==> config.mk <==
export PLATFORM = sky130hd
export DESIGN_NAME = calendar_date_register_flat
export DESIGN_NICKNAME = d
export VERILOG_FILES = /design/src/hw/rtl/cdr_pkg.sv /design/src/hw/rtl/cdr_if.sv /design/src/hw/rtl/cdr_div.sv /design/src/hw/rtl/calendar_date_register.sv /design/src/flat_wrapper.sv
export SDC_FILE = /design/constraint.sdc
export NUM_CORES = 2
export LEC_CHECK = 0
export BUFFER_PORTS_ARGS = -buffer_cell sky130_fd_sc_hd__buf_4
export CAP_MARGIN = 5
export CORE_ASPECT_RATIO = 0.5
export CORE_MARGIN = 1
export CORE_UTILIZATION = 50
export DETAILED_ROUTE_END_ITERATION = 6
export PLACE_DENSITY = 0.66
export SYNTH_ARGS = -nofsm -noshare
export SYNTH_HDL_FRONTEND = slang
export SYNTH_SLANG_ARGS = --single-unit
==> constraint.sdc <==
create_clock -name clock -period 11.6 [get_ports clock]
set_clock_uncertainty 0.05 [all_clocks]
set_input_delay 1.74 -clock clock [delete_from_list [all_inputs] [get_ports clock]]
set_output_delay 1.74 -clock clock [all_outputs]
set_load 0.03 [all_outputs]
==> src/hw/rtl/cdr_pkg.sv <==
// Shared constants, types and lookup functions for the calendar date register.
`default_nettype none
package cdr_pkg;

   localparam logic [22:0] JD_MIN      = 23'd1721426;
   localparam logic [22:0] JD_MAX      = 23'd5373484;
   localparam logic [3:0]  DEF_MONTH   = 4'd5;
   localparam logic [4:0]  DEF_DAY     = 5'd11;
   localparam logic [13:0] DEF_YEAR    = 14'd1959;
   localparam logic [13:0] YEAR_MIN    = 14'd1;
   localparam logic [13:0] YEAR_MAX    = 14'd9999;
   localparam logic [22:0] BETWEEN_MAX = 23'h3FFFFF;
   localparam logic [22:0] BETWEEN_MIN = 23'h400000;

   // request commands
   localparam logic [1:0] CMD_LOAD_DATE = 2'd0;
   localparam logic [1:0] CMD_LOAD_JDN  = 2'd1;
   localparam logic [1:0] CMD_SHIFT     = 2'd2;
   localparam logic [1:0] CMD_BETWEEN   = 2'd3;

   localparam int DIV_X_W = 30;
   localparam int DIV_D_W = 21;

   typedef enum logic [2:0] {
      DIV_7,
      DIV_11,
      DIV_80,
      DIV_100,
      DIV_2447,
      DIV_146097,
      DIV_1461001
   } div_sel_type;

   typedef struct packed {
      logic                 start;
      logic [DIV_X_W-1:0]   x;
      div_sel_type          sel;
   } div_req_type;

   typedef struct packed {
      logic                 done;
      logic [DIV_X_W-1:0]   q;
      logic [DIV_D_W-1:0]   r;
   } div_res_type;

   // divisor value
   function automatic logic [DIV_D_W-1:0] div_const(input div_sel_type sel);
      logic [DIV_D_W-1:0] d;
      unique case (sel)
         DIV_7:       d = 21'd7;
         DIV_11:      d = 21'd11;
         DIV_80:      d = 21'd80;
         DIV_100:     d = 21'd100;
         DIV_2447:    d = 21'd2447;
         DIV_146097:  d = 21'd146097;
         DIV_1461001: d = 21'd1461001;
         default:     d = 21'd7;
      endcase
      return d;
   endfunction

   // floor(2^shift / divisor); the dividend stays below 2^shift
   function automatic logic [DIV_D_W-1:0] div_recip(input div_sel_type sel);
      logic [DIV_D_W-1:0] k;
      unique case (sel)
         DIV_7:       k = 21'd1198372;
         DIV_11:      k = 21'd11;
         DIV_80:      k = 21'd3276;
         DIV_100:     k = 21'd327;
         DIV_2447:    k = 21'd107;
         DIV_146097:  k = 21'd229;
         DIV_1461001: k = 21'd734;
         default:     k = 21'd1198372;
      endcase
      return k;
   endfunction

   function automatic logic [4:0] div_shift(input div_sel_type sel);
      logic [4:0] s;
      unique case (sel)
         DIV_7:       s = 5'd23;
         DIV_11:      s = 5'd7;
         DIV_80:      s = 5'd18;
         DIV_100:     s = 5'd15;
         DIV_2447:    s = 5'd18;
         DIV_146097:  s = 5'd25;
         DIV_1461001: s = 5'd30;
         default:     s = 5'd23;
      endcase
      return s;
   endfunction

   // month term 367 * (m - 2 - 12t) / 12 of the day number formula
   function automatic logic [8:0] month_term(input logic [3:0] m);
      logic [8:0] v;
      case (m)
         4'd0:    v = 9'd305;
         4'd1:    v = 9'd336;
         4'd2:    v = 9'd367;
         4'd3:    v = 9'd30;
         4'd4:    v = 9'd61;
         4'd5:    v = 9'd91;
         4'd6:    v = 9'd122;
         4'd7:    v = 9'd152;
         4'd8:    v = 9'd183;
         4'd9:    v = 9'd214;
         4'd10:   v = 9'd244;
         4'd11:   v = 9'd275;
         4'd12:   v = 9'd305;
         4'd13:   v = 9'd336;
         4'd14:   v = 9'd367;
         default: v = 9'd397;
      endcase
      return v;
   endfunction

endpackage
`default_nettype wire

==> src/hw/rtl/cdr_if.sv <==
// Request and response channel interfaces of the calendar date register.
`default_nettype none
interface cdr_req_if;
   logic               valid;
   logic               ready;
   logic [1:0]         cmd;
   logic [3:0]         in_month;
   logic [4:0]         in_day;
   logic [13:0]        in_year;
   logic [22:0]        julian_in;
   logic signed [22:0] day_offset;

   modport source (output valid, cmd, in_month, in_day, in_year, julian_in, day_offset,
                   input ready);
   modport sink (input valid, cmd, in_month, in_day, in_year, julian_in, day_offset,
                 output ready);
endinterface

interface cdr_rsp_if;
   logic               valid;
   logic               ready;
   logic               accepted;
   logic [3:0]         cur_month;
   logic [4:0]         cur_day;
   logic [13:0]        cur_year;
   logic [22:0]        julian_day;
   logic [2:0]         weekday;
   logic [8:0]         day_of_year;
   logic signed [22:0] days_between;

   modport source (output valid, accepted, cur_month, cur_day, cur_year, julian_day,
                   weekday, day_of_year, days_between, input ready);
   modport sink (input valid, accepted, cur_month, cur_day, cur_year, julian_day,
                 weekday, day_of_year, days_between, output ready);
endinterface
`default_nettype wire

==> src/hw/rtl/cdr_div.sv <==
// Shared constant divider: reciprocal multiply, multiply back, one correction step.
`default_nettype none
module cdr_div import cdr_pkg::*; (
   input  logic        clock,
   input  logic        reset,
   input  div_req_type req,
   output div_res_type res
);

   typedef enum logic [1:0] {D_IDLE, D_MULK, D_MULD, D_FIX} state_type;

   state_type            state_ff;
   logic [DIV_X_W-1:0]   x_ff;
   div_sel_type          sel_ff;
   logic [50:0]          p_ff;
   logic [DIV_X_W-1:0]   q0_ff;
   logic [DIV_X_W-1:0]   m_ff;
   logic                 done_ff;
   logic [DIV_X_W-1:0]   q_ff;
   logic [DIV_D_W-1:0]   r_ff;

   logic [DIV_X_W-1:0]   q0_in;
   logic [DIV_X_W-1:0]   mul_a;
   logic [DIV_D_W-1:0]   mul_b;
   logic [50:0]          prod;
   logic [DIV_X_W:0]     r0;
   logic [DIV_D_W-1:0]   dval;

   assign dval  = div_const(sel_ff);
   assign q0_in = DIV_X_W'(p_ff >> div_shift(sel_ff));
   assign mul_a = (state_ff == D_MULK) ? x_ff : q0_in;
   assign mul_b = (state_ff == D_MULK) ? div_recip(sel_ff) : dval;
   assign prod  = {21'b0, mul_a} * {30'b0, mul_b};
   assign r0    = {1'b0, x_ff} - {1'b0, m_ff};

   always_ff @(posedge clock) begin
      if (reset) begin
         state_ff <= D_IDLE;
         done_ff  <= 1'b0;
      end else begin
         done_ff <= (state_ff == D_FIX);
         unique case (state_ff)
            D_IDLE: begin
               if (req.start) begin
                  x_ff     <= req.x;
                  sel_ff   <= req.sel;
                  state_ff <= D_MULK;
               end
            end
            D_MULK: begin
               p_ff     <= prod;
               state_ff <= D_MULD;
            end
            D_MULD: begin
               q0_ff    <= q0_in;
               m_ff     <= prod[DIV_X_W-1:0];
               state_ff <= D_FIX;
            end
            D_FIX: begin
               // estimate is low by at most one
               if (r0 >= {10'b0, dval}) begin
                  q_ff <= q0_ff + 30'd1;
                  r_ff <= DIV_D_W'(r0 - {10'b0, dval});
               end else begin
                  q_ff <= q0_ff;
                  r_ff <= r0[DIV_D_W-1:0];
               end
               state_ff <= D_IDLE;
            end
            default: state_ff <= D_IDLE;
         endcase
      end
   end

   assign res.done = done_ff;
   assign res.q    = q_ff;
   assign res.r    = r_ff;

   a_start_idle: assert property (@(posedge clock) disable iff (reset)
      req.start |-> state_ff == D_IDLE) else $error("divider started while busy");
   a_start_runs: assert property (@(posedge clock) disable iff (reset)
      req.start |=> state_ff == D_MULK) else $error("divider did not launch");
   a_fix_done: assert property (@(posedge clock) disable iff (reset)
      state_ff == D_FIX |=> res.done) else $error("divider result missing");

endmodule
`default_nettype wire

==> src/hw/rtl/calendar_date_register.sv <==
// Calendar date register: stored Gregorian date with Julian day number conversions.
// Each request uses the shared divider for up to 10 divisions by a constant.
// Throughput: one request at a time; ready stays low until the response is registered.
// A response waiting at the output does not block the next request.
// Reset (synchronous) stores 11 May 1959 and empties the response register.
`default_nettype none
module calendar_date_register import cdr_pkg::*; (
   input  logic     clock,
   input  logic     reset,
   cdr_req_if.sink   req_if,
   cdr_rsp_if.source rsp_if
);

   typedef enum logic [4:0] {
      S_IDLE, S_TJ_GO, S_TJ_WT, S_FJ_N_GO, S_FJ_N_WT, S_FJ_I_GO, S_FJ_I_WT,
      S_FJ_J_GO, S_FJ_J_WT, S_FJ_K_GO, S_FJ_K_WT, S_FJ_L_GO, S_FJ_L_WT,
      S_NEXT, S_MOD_GO, S_MOD_WT, S_RESP
   } state_type;

   typedef enum logic [3:0] {
      P_LD_TJ, P_LD_FJ, P_STORE, P_SH_TJ, P_BT_TJ0, P_BT_TJ1, P_BT_FJ,
      P_OUT_TJ, P_OUT_ST
   } phase_type;

   state_type   state_ff;
   phase_type   phase_ff;

   logic [3:0]  im_ff;
   logic [4:0]  id_ff;
   logic [13:0] iy_ff;
   logic [22:0] off_ff;

   logic [3:0]  date_month_ff;
   logic [4:0]  date_day_ff;
   logic [13:0] date_year_ff;

   logic [3:0]  tm_ff;
   logic [4:0]  td_ff;
   logic [13:0] ty_ff;
   logic [22:0] tj_ff;

   logic [22:0] fj_ff;
   logic [7:0]  fn_ff;
   logic [17:0] fl_ff;
   logic [8:0]  fi_ff;
   logic [10:0] fl2_ff;
   logic [6:0]  fjj_ff;
   logic [3:0]  fm_ff;
   logic [4:0]  fd_ff;
   logic [14:0] fy_ff;

   logic [22:0] jd0_ff;
   logic [22:0] jdo_ff;
   logic [8:0]  doy_ff;
   logic [2:0]  wd_ff;
   logic [22:0] between_ff;
   logic        acc_ff;

   logic        rsp_valid_ff;
   logic        rsp_acc_ff;
   logic [3:0]  rsp_month_ff;
   logic [4:0]  rsp_day_ff;
   logic [13:0] rsp_year_ff;
   logic [22:0] rsp_jd_ff;
   logic [2:0]  rsp_wd_ff;
   logic [8:0]  rsp_doy_ff;
   logic [22:0] rsp_between_ff;

   div_req_type div_req;
   div_res_type div_res;

   cdr_div u_div (
      .clock (clock),
      .reset (reset),
      .req   (div_req),
      .res   (div_res)
   );

   // day number of (td, tm, ty)
   logic        tneg;
   logic [14:0] ya;
   logic [14:0] yc;
   logic [25:0] ya_mul;
   logic [7:0]  cq;
   logic [9:0]  c3;
   logic [24:0] tj_sum;

   assign tneg   = (tm_ff <= 4'd2);
   assign ya     = {1'b0, ty_ff} + 15'd4800 - {14'b0, tneg};
   assign yc     = {1'b0, ty_ff} + 15'd4900 - {14'b0, tneg};
   assign ya_mul = {11'b0, ya} * 26'd1461;
   assign cq     = div_res.q[7:0];
   assign c3     = {2'b0, cq} + {1'b0, cq, 1'b0};
   assign tj_sum = {20'b0, td_ff} + {2'b0, ya_mul[24:2]} + {16'b0, month_term(tm_ff)}
                 - {17'b0, c3[9:2]} - 25'd32075;

   // date of day number fj
   logic [23:0] l0;
   logic [25:0] n_mul;
   logic [25:0] n_sum;
   logic [25:0] l1_full;
   logic [18:0] fl_p1;
   logic [30:0] i_mul;
   logic [19:0] i_m;
   logic [19:0] l2_full;
   logic [17:0] j_mul;
   logic [18:0] k_mul;
   logic [10:0] fd_full;
   logic [2:0]  lq;
   logic [7:0]  fm_full;
   logic [15:0] fy_full;

   assign l0      = {1'b0, fj_ff} + 24'd68569;
   assign n_mul   = {18'b0, div_res.q[7:0]} * 26'd146097;
   assign n_sum   = n_mul + 26'd3;
   assign l1_full = {2'b0, l0} - {2'b0, n_sum[25:2]};
   assign fl_p1   = {1'b0, fl_ff} + 19'd1;
   assign i_mul   = {12'b0, fl_p1} * 31'd4000;
   assign i_m     = {11'b0, div_res.q[8:0]} * 20'd1461;
   assign l2_full = {2'b0, fl_ff} - {2'b0, i_m[19:2]} + 20'd31;
   assign j_mul   = {7'b0, fl2_ff} * 18'd80;
   assign k_mul   = {12'b0, fjj_ff} * 19'd2447;
   assign fd_full = fl2_ff - div_res.q[10:0];
   assign lq      = div_res.q[2:0];
   assign fm_full = {1'b0, fjj_ff} + 8'd2 - ({5'b0, lq} * 8'd12);
   assign fy_full = ({8'b0, fn_ff} - 16'd49) * 16'd100 + {7'b0, fi_ff} + {13'b0, lq};

   // shift and difference
   logic [24:0] s_full;
   logic        s_ok;
   logic [23:0] diff;
   logic [22:0] diff_sat;
   logic        iy_ok;
   logic        match;
   logic        req_fire;
   logic        load_rsp;

   assign s_full   = {2'b0, tj_ff} + {{2{off_ff[22]}}, off_ff};
   assign s_ok     = !s_full[24] && (s_full[23:0] >= {1'b0, JD_MIN})
                     && (s_full[23:0] <= {1'b0, JD_MAX});
   assign diff     = {1'b0, tj_ff} - {1'b0, jd0_ff};
   assign diff_sat = (diff[23] == diff[22]) ? diff[22:0]
                   : (diff[23] ? BETWEEN_MIN : BETWEEN_MAX);
   assign iy_ok    = (iy_ff >= YEAR_MIN) && (iy_ff <= YEAR_MAX);
   assign match    = (fm_ff == im_ff) && (fd_ff == id_ff) && (fy_ff == {1'b0, iy_ff});
   assign req_fire = req_if.valid && req_if.ready;
   assign load_rsp = (state_ff == S_RESP) && (!rsp_valid_ff || rsp_if.ready);

   always_comb begin
      div_req.start = 1'b1;
      div_req.x     = '0;
      div_req.sel   = DIV_7;
      case (state_ff)
         S_TJ_GO: begin
            div_req.x   = {15'b0, yc};
            div_req.sel = DIV_100;
         end
         S_FJ_N_GO: begin
            div_req.x   = {4'b0, l0, 2'b00};
            div_req.sel = DIV_146097;
         end
         S_FJ_I_GO: begin
            div_req.x   = i_mul[29:0];
            div_req.sel = DIV_1461001;
         end
         S_FJ_J_GO: begin
            div_req.x   = {12'b0, j_mul};
            div_req.sel = DIV_2447;
         end
         S_FJ_K_GO: begin
            div_req.x   = {11'b0, k_mul};
            div_req.sel = DIV_80;
         end
         S_FJ_L_GO: begin
            div_req.x   = {23'b0, fjj_ff};
            div_req.sel = DIV_11;
         end
         S_MOD_GO: begin
            div_req.x   = {7'b0, jdo_ff};
            div_req.sel = DIV_7;
         end
         default: div_req.start = 1'b0;
      endcase
   end

   always_ff @(posedge clock) begin
      if (reset) begin
         state_ff      <= S_IDLE;
         rsp_valid_ff  <= 1'b0;
         date_month_ff <= DEF_MONTH;
         date_day_ff   <= DEF_DAY;
         date_year_ff  <= DEF_YEAR;
      end else begin
         if (rsp_valid_ff && rsp_if.ready && !load_rsp) begin
            rsp_valid_ff <= 1'b0;
         end
         unique case (state_ff)
            S_IDLE: begin
               if (req_fire) begin
                  im_ff      <= req_if.in_month;
                  id_ff      <= req_if.in_day;
                  iy_ff      <= req_if.in_year;
                  off_ff     <= req_if.day_offset;
                  between_ff <= '0;
                  acc_ff     <= 1'b0;
                  unique case (req_if.cmd)
                     CMD_LOAD_DATE: begin
                        if ((req_if.in_year >= YEAR_MIN) && (req_if.in_year <= YEAR_MAX)) begin
                           tm_ff    <= req_if.in_month;
                           td_ff    <= req_if.in_day;
                           ty_ff    <= req_if.in_year;
                           phase_ff <= P_LD_TJ;
                        end else begin
                           date_month_ff <= DEF_MONTH;
                           date_day_ff   <= DEF_DAY;
                           date_year_ff  <= DEF_YEAR;
                           tm_ff    <= DEF_MONTH;
                           td_ff    <= DEF_DAY;
                           ty_ff    <= DEF_YEAR;
                           phase_ff <= P_OUT_TJ;
                        end
                        state_ff <= S_TJ_GO;
                     end
                     CMD_LOAD_JDN: begin
                        tm_ff <= date_month_ff;
                        td_ff <= date_day_ff;
                        ty_ff <= date_year_ff;
                        if ((req_if.julian_in >= JD_MIN) && (req_if.julian_in <= JD_MAX)) begin
                           fj_ff    <= req_if.julian_in;
                           phase_ff <= P_STORE;
                           state_ff <= S_FJ_N_GO;
                        end else begin
                           phase_ff <= P_OUT_TJ;
                           state_ff <= S_TJ_GO;
                        end
                     end
                     CMD_SHIFT: begin
                        tm_ff    <= date_month_ff;
                        td_ff    <= date_day_ff;
                        ty_ff    <= date_year_ff;
                        phase_ff <= P_SH_TJ;
                        state_ff <= S_TJ_GO;
                     end
                     default: begin
                        tm_ff    <= date_month_ff;
                        td_ff    <= date_day_ff;
                        ty_ff    <= date_year_ff;
                        phase_ff <= P_BT_TJ0;
                        state_ff <= S_TJ_GO;
                     end
                  endcase
               end
            end
            S_TJ_GO:   state_ff <= S_TJ_WT;
            S_TJ_WT: begin
               if (div_res.done) begin
                  tj_ff    <= tj_sum[22:0];
                  state_ff <= S_NEXT;
               end
            end
            S_FJ_N_GO: state_ff <= S_FJ_N_WT;
            S_FJ_N_WT: begin
               if (div_res.done) begin
                  fn_ff    <= div_res.q[7:0];
                  fl_ff    <= l1_full[17:0];
                  state_ff <= S_FJ_I_GO;
               end
            end
            S_FJ_I_GO: state_ff <= S_FJ_I_WT;
            S_FJ_I_WT: begin
               if (div_res.done) begin
                  fi_ff    <= div_res.q[8:0];
                  fl2_ff   <= l2_full[10:0];
                  state_ff <= S_FJ_J_GO;
               end
            end
            S_FJ_J_GO: state_ff <= S_FJ_J_WT;
            S_FJ_J_WT: begin
               if (div_res.done) begin
                  fjj_ff   <= div_res.q[6:0];
                  state_ff <= S_FJ_K_GO;
               end
            end
            S_FJ_K_GO: state_ff <= S_FJ_K_WT;
            S_FJ_K_WT: begin
               if (div_res.done) begin
                  fd_ff    <= fd_full[4:0];
                  state_ff <= S_FJ_L_GO;
               end
            end
            S_FJ_L_GO: state_ff <= S_FJ_L_WT;
            S_FJ_L_WT: begin
               if (div_res.done) begin
                  fm_ff    <= fm_full[3:0];
                  fy_ff    <= fy_full[14:0];
                  state_ff <= S_NEXT;
               end
            end
            S_NEXT: begin
               unique case (phase_ff)
                  P_LD_TJ: begin
                     fj_ff    <= tj_ff;
                     phase_ff <= P_LD_FJ;
                     state_ff <= S_FJ_N_GO;
                  end
                  P_LD_FJ: begin
                     // keep the date only if the round trip returns it unchanged
                     if (match) begin
                        date_month_ff <= im_ff;
                        date_day_ff   <= id_ff;
                        date_year_ff  <= iy_ff;
                        tm_ff  <= im_ff;
                        td_ff  <= id_ff;
                        ty_ff  <= iy_ff;
                        acc_ff <= 1'b1;
                     end else begin
                        date_month_ff <= DEF_MONTH;
                        date_day_ff   <= DEF_DAY;
                        date_year_ff  <= DEF_YEAR;
                        tm_ff  <= DEF_MONTH;
                        td_ff  <= DEF_DAY;
                        ty_ff  <= DEF_YEAR;
                     end
                     phase_ff <= P_OUT_TJ;
                     state_ff <= S_TJ_GO;
                  end
                  P_STORE: begin
                     date_month_ff <= fm_ff;
                     date_day_ff   <= fd_ff;
                     date_year_ff  <= fy_ff[13:0];
                     tm_ff    <= fm_ff;
                     td_ff    <= fd_ff;
                     ty_ff    <= fy_ff[13:0];
                     acc_ff   <= 1'b1;
                     phase_ff <= P_OUT_TJ;
                     state_ff <= S_TJ_GO;
                  end
                  P_SH_TJ: begin
                     if (s_ok) begin
                        fj_ff    <= s_full[22:0];
                        phase_ff <= P_STORE;
                        state_ff <= S_FJ_N_GO;
                     end else begin
                        phase_ff <= P_OUT_TJ;
                        state_ff <= S_TJ_GO;
                     end
                  end
                  P_BT_TJ0: begin
                     jd0_ff   <= tj_ff;
                     tm_ff    <= im_ff;
                     td_ff    <= id_ff;
                     ty_ff    <= iy_ff;
                     phase_ff <= P_BT_TJ1;
                     state_ff <= S_TJ_GO;
                  end
                  P_BT_TJ1: begin
                     between_ff <= diff_sat;
                     tm_ff      <= date_month_ff;
                     td_ff      <= date_day_ff;
                     ty_ff      <= date_year_ff;
                     if (iy_ok) begin
                        fj_ff    <= tj_ff;
                        phase_ff <= P_BT_FJ;
                        state_ff <= S_FJ_N_GO;
                     end else begin
                        phase_ff <= P_OUT_TJ;
                        state_ff <= S_TJ_GO;
                     end
                  end
                  P_BT_FJ: begin
                     acc_ff   <= match;
                     phase_ff <= P_OUT_TJ;
                     state_ff <= S_TJ_GO;
                  end
                  P_OUT_TJ: begin
                     // next: day number of the first of January
                     jdo_ff   <= tj_ff;
                     tm_ff    <= 4'd1;
                     td_ff    <= 5'd1;
                     phase_ff <= P_OUT_ST;
                     state_ff <= S_TJ_GO;
                  end
                  P_OUT_ST: begin
                     doy_ff   <= 9'(jdo_ff - tj_ff + 23'd1);
                     state_ff <= S_MOD_GO;
                  end
                  default: state_ff <= S_MOD_GO;
               endcase
            end
            S_MOD_GO: state_ff <= S_MOD_WT;
            S_MOD_WT: begin
               if (div_res.done) begin
                  wd_ff    <= div_res.r[2:0];
                  state_ff <= S_RESP;
               end
            end
            S_RESP: begin
               if (load_rsp) begin
                  rsp_valid_ff   <= 1'b1;
                  rsp_acc_ff     <= acc_ff;
                  rsp_month_ff   <= date_month_ff;
                  rsp_day_ff     <= date_day_ff;
                  rsp_year_ff    <= date_year_ff;
                  rsp_jd_ff      <= jdo_ff;
                  rsp_wd_ff      <= wd_ff;
                  rsp_doy_ff     <= doy_ff;
                  rsp_between_ff <= between_ff;
                  state_ff       <= S_IDLE;
               end
            end
            default: state_ff <= S_IDLE;
         endcase
      end
   end

   assign req_if.ready        = (state_ff == S_IDLE);
   assign rsp_if.valid        = rsp_valid_ff;
   assign rsp_if.accepted     = rsp_acc_ff;
   assign rsp_if.cur_month    = rsp_month_ff;
   assign rsp_if.cur_day      = rsp_day_ff;
   assign rsp_if.cur_year     = rsp_year_ff;
   assign rsp_if.julian_day   = rsp_jd_ff;
   assign rsp_if.weekday      = rsp_wd_ff;
   assign rsp_if.day_of_year  = rsp_doy_ff;
   assign rsp_if.days_between = rsp_between_ff;

   a_busy_after_req: assert property (@(posedge clock) disable iff (reset)
      req_fire |=> !req_if.ready) else $error("ready while a request is in work");
   a_year_range: assert property (@(posedge clock) disable iff (reset)
      (date_year_ff >= YEAR_MIN) && (date_year_ff <= YEAR_MAX))
      else $error("stored year out of range");
   a_month_range: assert property (@(posedge clock) disable iff (reset)
      (date_month_ff >= 4'd1) && (date_month_ff <= 4'd12) && (date_day_ff >= 5'd1))
      else $error("stored month or day out of range");
   a_div_waited: assert property (@(posedge clock) disable iff (reset)
      div_res.done |-> (state_ff == S_TJ_WT || state_ff == S_FJ_N_WT ||
                        state_ff == S_FJ_I_WT || state_ff == S_FJ_J_WT ||
                        state_ff == S_FJ_K_WT || state_ff == S_FJ_L_WT ||
                        state_ff == S_MOD_WT))
      else $error("divider result arrived outside a wait state");

endmodule
`default_nettype wire

==> src/flat_wrapper.sv <==
// flat-port wrapper written by rule: the top's interface ports become plain ports
module calendar_date_register_flat import cdr_pkg::*;
  (clock, reset, req_if_valid, req_if_cmd, req_if_in_month, req_if_in_day, req_if_in_year, req_if_julian_in, req_if_day_offset, req_if_ready, rsp_if_valid, rsp_if_accepted, rsp_if_cur_month, rsp_if_cur_day, rsp_if_cur_year, rsp_if_julian_day, rsp_if_weekday, rsp_if_day_of_year, rsp_if_days_between, rsp_if_ready);
  cdr_req_if req_if_i ();
  cdr_rsp_if rsp_if_i ();
  input  logic clock;
  input  logic reset;
  input wire logic [$bits(req_if_i.valid)-1:0] req_if_valid;
  input wire logic [$bits(req_if_i.cmd)-1:0] req_if_cmd;
  input wire logic [$bits(req_if_i.in_month)-1:0] req_if_in_month;
  input wire logic [$bits(req_if_i.in_day)-1:0] req_if_in_day;
  input wire logic [$bits(req_if_i.in_year)-1:0] req_if_in_year;
  input wire logic [$bits(req_if_i.julian_in)-1:0] req_if_julian_in;
  input wire logic [$bits(req_if_i.day_offset)-1:0] req_if_day_offset;
  output wire logic [$bits(req_if_i.ready)-1:0] req_if_ready;
  output wire logic [$bits(rsp_if_i.valid)-1:0] rsp_if_valid;
  output wire logic [$bits(rsp_if_i.accepted)-1:0] rsp_if_accepted;
  output wire logic [$bits(rsp_if_i.cur_month)-1:0] rsp_if_cur_month;
  output wire logic [$bits(rsp_if_i.cur_day)-1:0] rsp_if_cur_day;
  output wire logic [$bits(rsp_if_i.cur_year)-1:0] rsp_if_cur_year;
  output wire logic [$bits(rsp_if_i.julian_day)-1:0] rsp_if_julian_day;
  output wire logic [$bits(rsp_if_i.weekday)-1:0] rsp_if_weekday;
  output wire logic [$bits(rsp_if_i.day_of_year)-1:0] rsp_if_day_of_year;
  output wire logic [$bits(rsp_if_i.days_between)-1:0] rsp_if_days_between;
  input wire logic [$bits(rsp_if_i.ready)-1:0] rsp_if_ready;
  assign req_if_i.valid = req_if_valid;
  assign req_if_i.cmd = req_if_cmd;
  assign req_if_i.in_month = req_if_in_month;
  assign req_if_i.in_day = req_if_in_day;
  assign req_if_i.in_year = req_if_in_year;
  assign req_if_i.julian_in = req_if_julian_in;
  assign req_if_i.day_offset = req_if_day_offset;
  assign req_if_ready = req_if_i.ready;
  assign rsp_if_valid = rsp_if_i.valid;
  assign rsp_if_accepted = rsp_if_i.accepted;
  assign rsp_if_cur_month = rsp_if_i.cur_month;
  assign rsp_if_cur_day = rsp_if_i.cur_day;
  assign rsp_if_cur_year = rsp_if_i.cur_year;
  assign rsp_if_julian_day = rsp_if_i.julian_day;
  assign rsp_if_weekday = rsp_if_i.weekday;
  assign rsp_if_day_of_year = rsp_if_i.day_of_year;
  assign rsp_if_days_between = rsp_if_i.days_between;
  assign rsp_if_i.ready = rsp_if_ready;
  calendar_date_register u_core (.clock(clock), .reset(reset), .req_if(req_if_i), .rsp_if(rsp_if_i));
endmodule
==> run_results.csv <==
group,metric,value,unit
run_status,status,"finished, final reports clean",
sta,fin_ws,502,ps
sta,rsz0062_at_grt,"no",
setup_path,cp_num_buf_inv,7,
route,wirelength,206,mm
synth,synth_common_cells,"inv_1, ha_1, fa_1, nor2_1, edfxtp_1",
finish,finalInstanceArea,68700,sq um
clock_network,cts.sinks,535,
finish,largestRegisters,"u_core.u_div.p_ff (50), u_core.u_div.m_ff (30), u_core.u_div.x_ff (30)",
placed_design,dp_hpwl,168,mm
clock_network,path_clk_slew,70,ps
placed_design,place_congestion,1.01,
placed_design,place_area,67000,sq um
synth,netlist-cell-type-count,103,
sta,fin_hold_ws,369,ps
finish,largest_register_ffs,50,
synth,postSynthCellCount,6564,
placed_design,dp_slack,731,ps
route,wl_per_cell,24.3,um
worst_hold_path,hp-class,"reg -> reg",
finish,drive_above_1_share,7.72,%
sta,finalSetupViolCount,0,
grt,grt_util_all_layers,32.1,%
sta,maxSlewHeadroom,16.2,%
die,die_width,505,um
grt,antenna_found_initial,16,
grt,grt_pass1_wl,309,mm
sta,final.setup.tns,0,ps
synth,synth.top_cell.area_share,23.5,%
die,num_rows,91,
grt,grt_overflow,0,
clock_network,post-cts-setup-buffers,0,
sta,slew_viol_final,0,
finish,area_delta_synth_final,8.85,%
route,drc,0,
sta,worstMarginPinSlew,1260,ps
setup_path,worstPathMaxFanout,25,
die,die-area,128000,sq um
die,core_area,124000,sq um
synth,yosysWarnings,0,
finish,nNetsFinal,8233,
die,initial_core_util,50.8,%
synth,synth-edff-count,494,
setup_path,setup.worst_path.class,"reg -> reg",
route,drtAntennaViolNets,0,
run,cap_violations,0,
setup_path,crit_family,"compound AO/OA/AOI/OAI gates",
synth,mappedNetlistArea,63100,sq um
synth,synth_area_per_cell,9.62,sq um
clock_network,numCtsBuffers,54,
clock_network,clock_latency,650,ps
clock_network,cts_root_buffer,"clkbuf_16",
placed_design,port-buffer-count,158,
clock_network,cts.repair.resized,0,
synth,seq_area_frac_synth,24.8,%
setup_path,critPathArrivalTime,11440,ps
grt,grt_pass1_vias,49800,
route,viasPerCell,5.85,
sta,hold_violations,0,
clock_network,cts_tree,"built",
synth,ys_async_sr_fraction,0,%
finish,nFillCells,11000,
finish,top_register,"u_core.u_div.p_ff",
die,io_pins,159,
sta,layout_min_cycle_time,11100,ps
route,num_vias,49500,
die,die_height,253,um
grt,grt_max_degree,90,
clock_network,htreeDepth,2,
synth,synth_seq_cells,535,
synth,synth_ff_type,"edfxtp_1",
clock_network,clockBufferDepth,3,
route,drt_pre_antenna_iters,7,
synth,yosysTopAreaCell,"edfxtp_1",
setup_path,worstPathRequired,11940,ps
clock_network,cts_hold_buf,0,
setup_path,cp_common_cell,"fa_1",
synth,yosys-top-cells-area,"edfxtp_1, fa_1, ha_1",
sta,period_share,95.7,%
setup_path,cp_slowest_stage_delay,620,ps
setup_path,critPathLaunchType,"register",
route,drtIter0Drc,4837,
setup_path,crit_slowest_cell,"o21bai_4",
sta,fmax,90.1,MHz
setup_path,cp-end-kind,"register",
synth,synth.most_common_cell,"inv_1",
[cell type report]
cell class	instances	area (sq um)	share of cell area [%]
Antenna cell	8	20.0	0.0291
Clock buffer	63	1400	2.03
Clock inverter	34	352	0.512
Inverter	1084	4070	5.92
Multi-Input combinational cell	4752	42800	62.3
Sequential cell	535	15700	22.8
Tap cell	1674	2090	3.05
Timing Repair Buffer	305	2340	3.40
[final timing paths]
path	cells past startpoint	start	end	slack (ps)
max	37	u_core.u_div.sel_ff[1]	u_core.u_div.p_ff[48]	500
min	0	u_core.between_ff[5]	u_core.rsp_if.days_between[5]	370
max reg2reg	37	u_core.u_div.sel_ff[1]	u_core.u_div.p_ff[48]	500
min reg2reg	0	u_core.between_ff[5]	u_core.rsp_if.days_between[5]	370
[metrics by stage]
step	cells	utilization [%]
after global placement	8349	53.9
after floorplan	6580	-
final	8455	55.3
after global routing	8447	55.3
after CTS	8446	55.3
after detailed placement	8349	53.9
[worst register-to-register path: cells and delay by family, from the launching register on]
kind	cells	cell delay, ps
compound gates	13	3770
xor+xnor	1	90
fa+ha+maj	8	3710
buf+inv	7	950
flops	1	480
mux	3	1300
simple gates	5	490
[metal layers]
metal	share of wire [%]	GRT usage (%)	vias up
met1	43	44.6	24600
met2	45	51.6	2050
li1	-	-	22400
met3	7.8	4.64	373
met5	0.025	0	-
met4	3.7	10.8	10
[placed cells by master (no fill, tap or decap), types with 28 or more instances in the layout]
master,n
nand2_1,384
xnor2_1,235
nor4_1,28
a211oi_1,49
o21a_1,50
a21o_1,103
mux2i_1,107
nor2_1,633
nand4_1,28
nor2b_1,53
clkbuf_16,54
fa_1,656
o21ai_0,267
xor2_1,138
nand2b_1,90
o22ai_1,46
a22oi_1,36
inv_1,1079
or2_2,46
a21oi_1,314
buf_4,301
nor3_1,94
edfxtp_1,494
dfxtp_1,41
o21bai_1,53
nand3_1,97
ha_1,769
and2_1,39
[logic make-up (layout without fill, tap and decap cells)]
| family | count (synthesis) | after routing | share of synthesized area (%) |
|---|---|---|---|
| muxes | 122 | 122 | 2.07 |
| xor gates and xnor gates | 373 | 373 | 5.17 |
| buffers and inverters | 1293 | 1486 | 7.82 |
| and+or+nand+nor | 1608 | 1608 | 11.7 |
| AOI/OAI and AO/OA | 1206 | 1206 | 12.4 |
| other | 1 | 25 | 0.00594 |
| adders and majority gates | 1426 | 1426 | 36.1 |
| DFF | 535 | 535 | 24.8 |
Power is not shown: default switching activity piles up to over one toggle a cycle in this logic, so the estimate is an artifact.
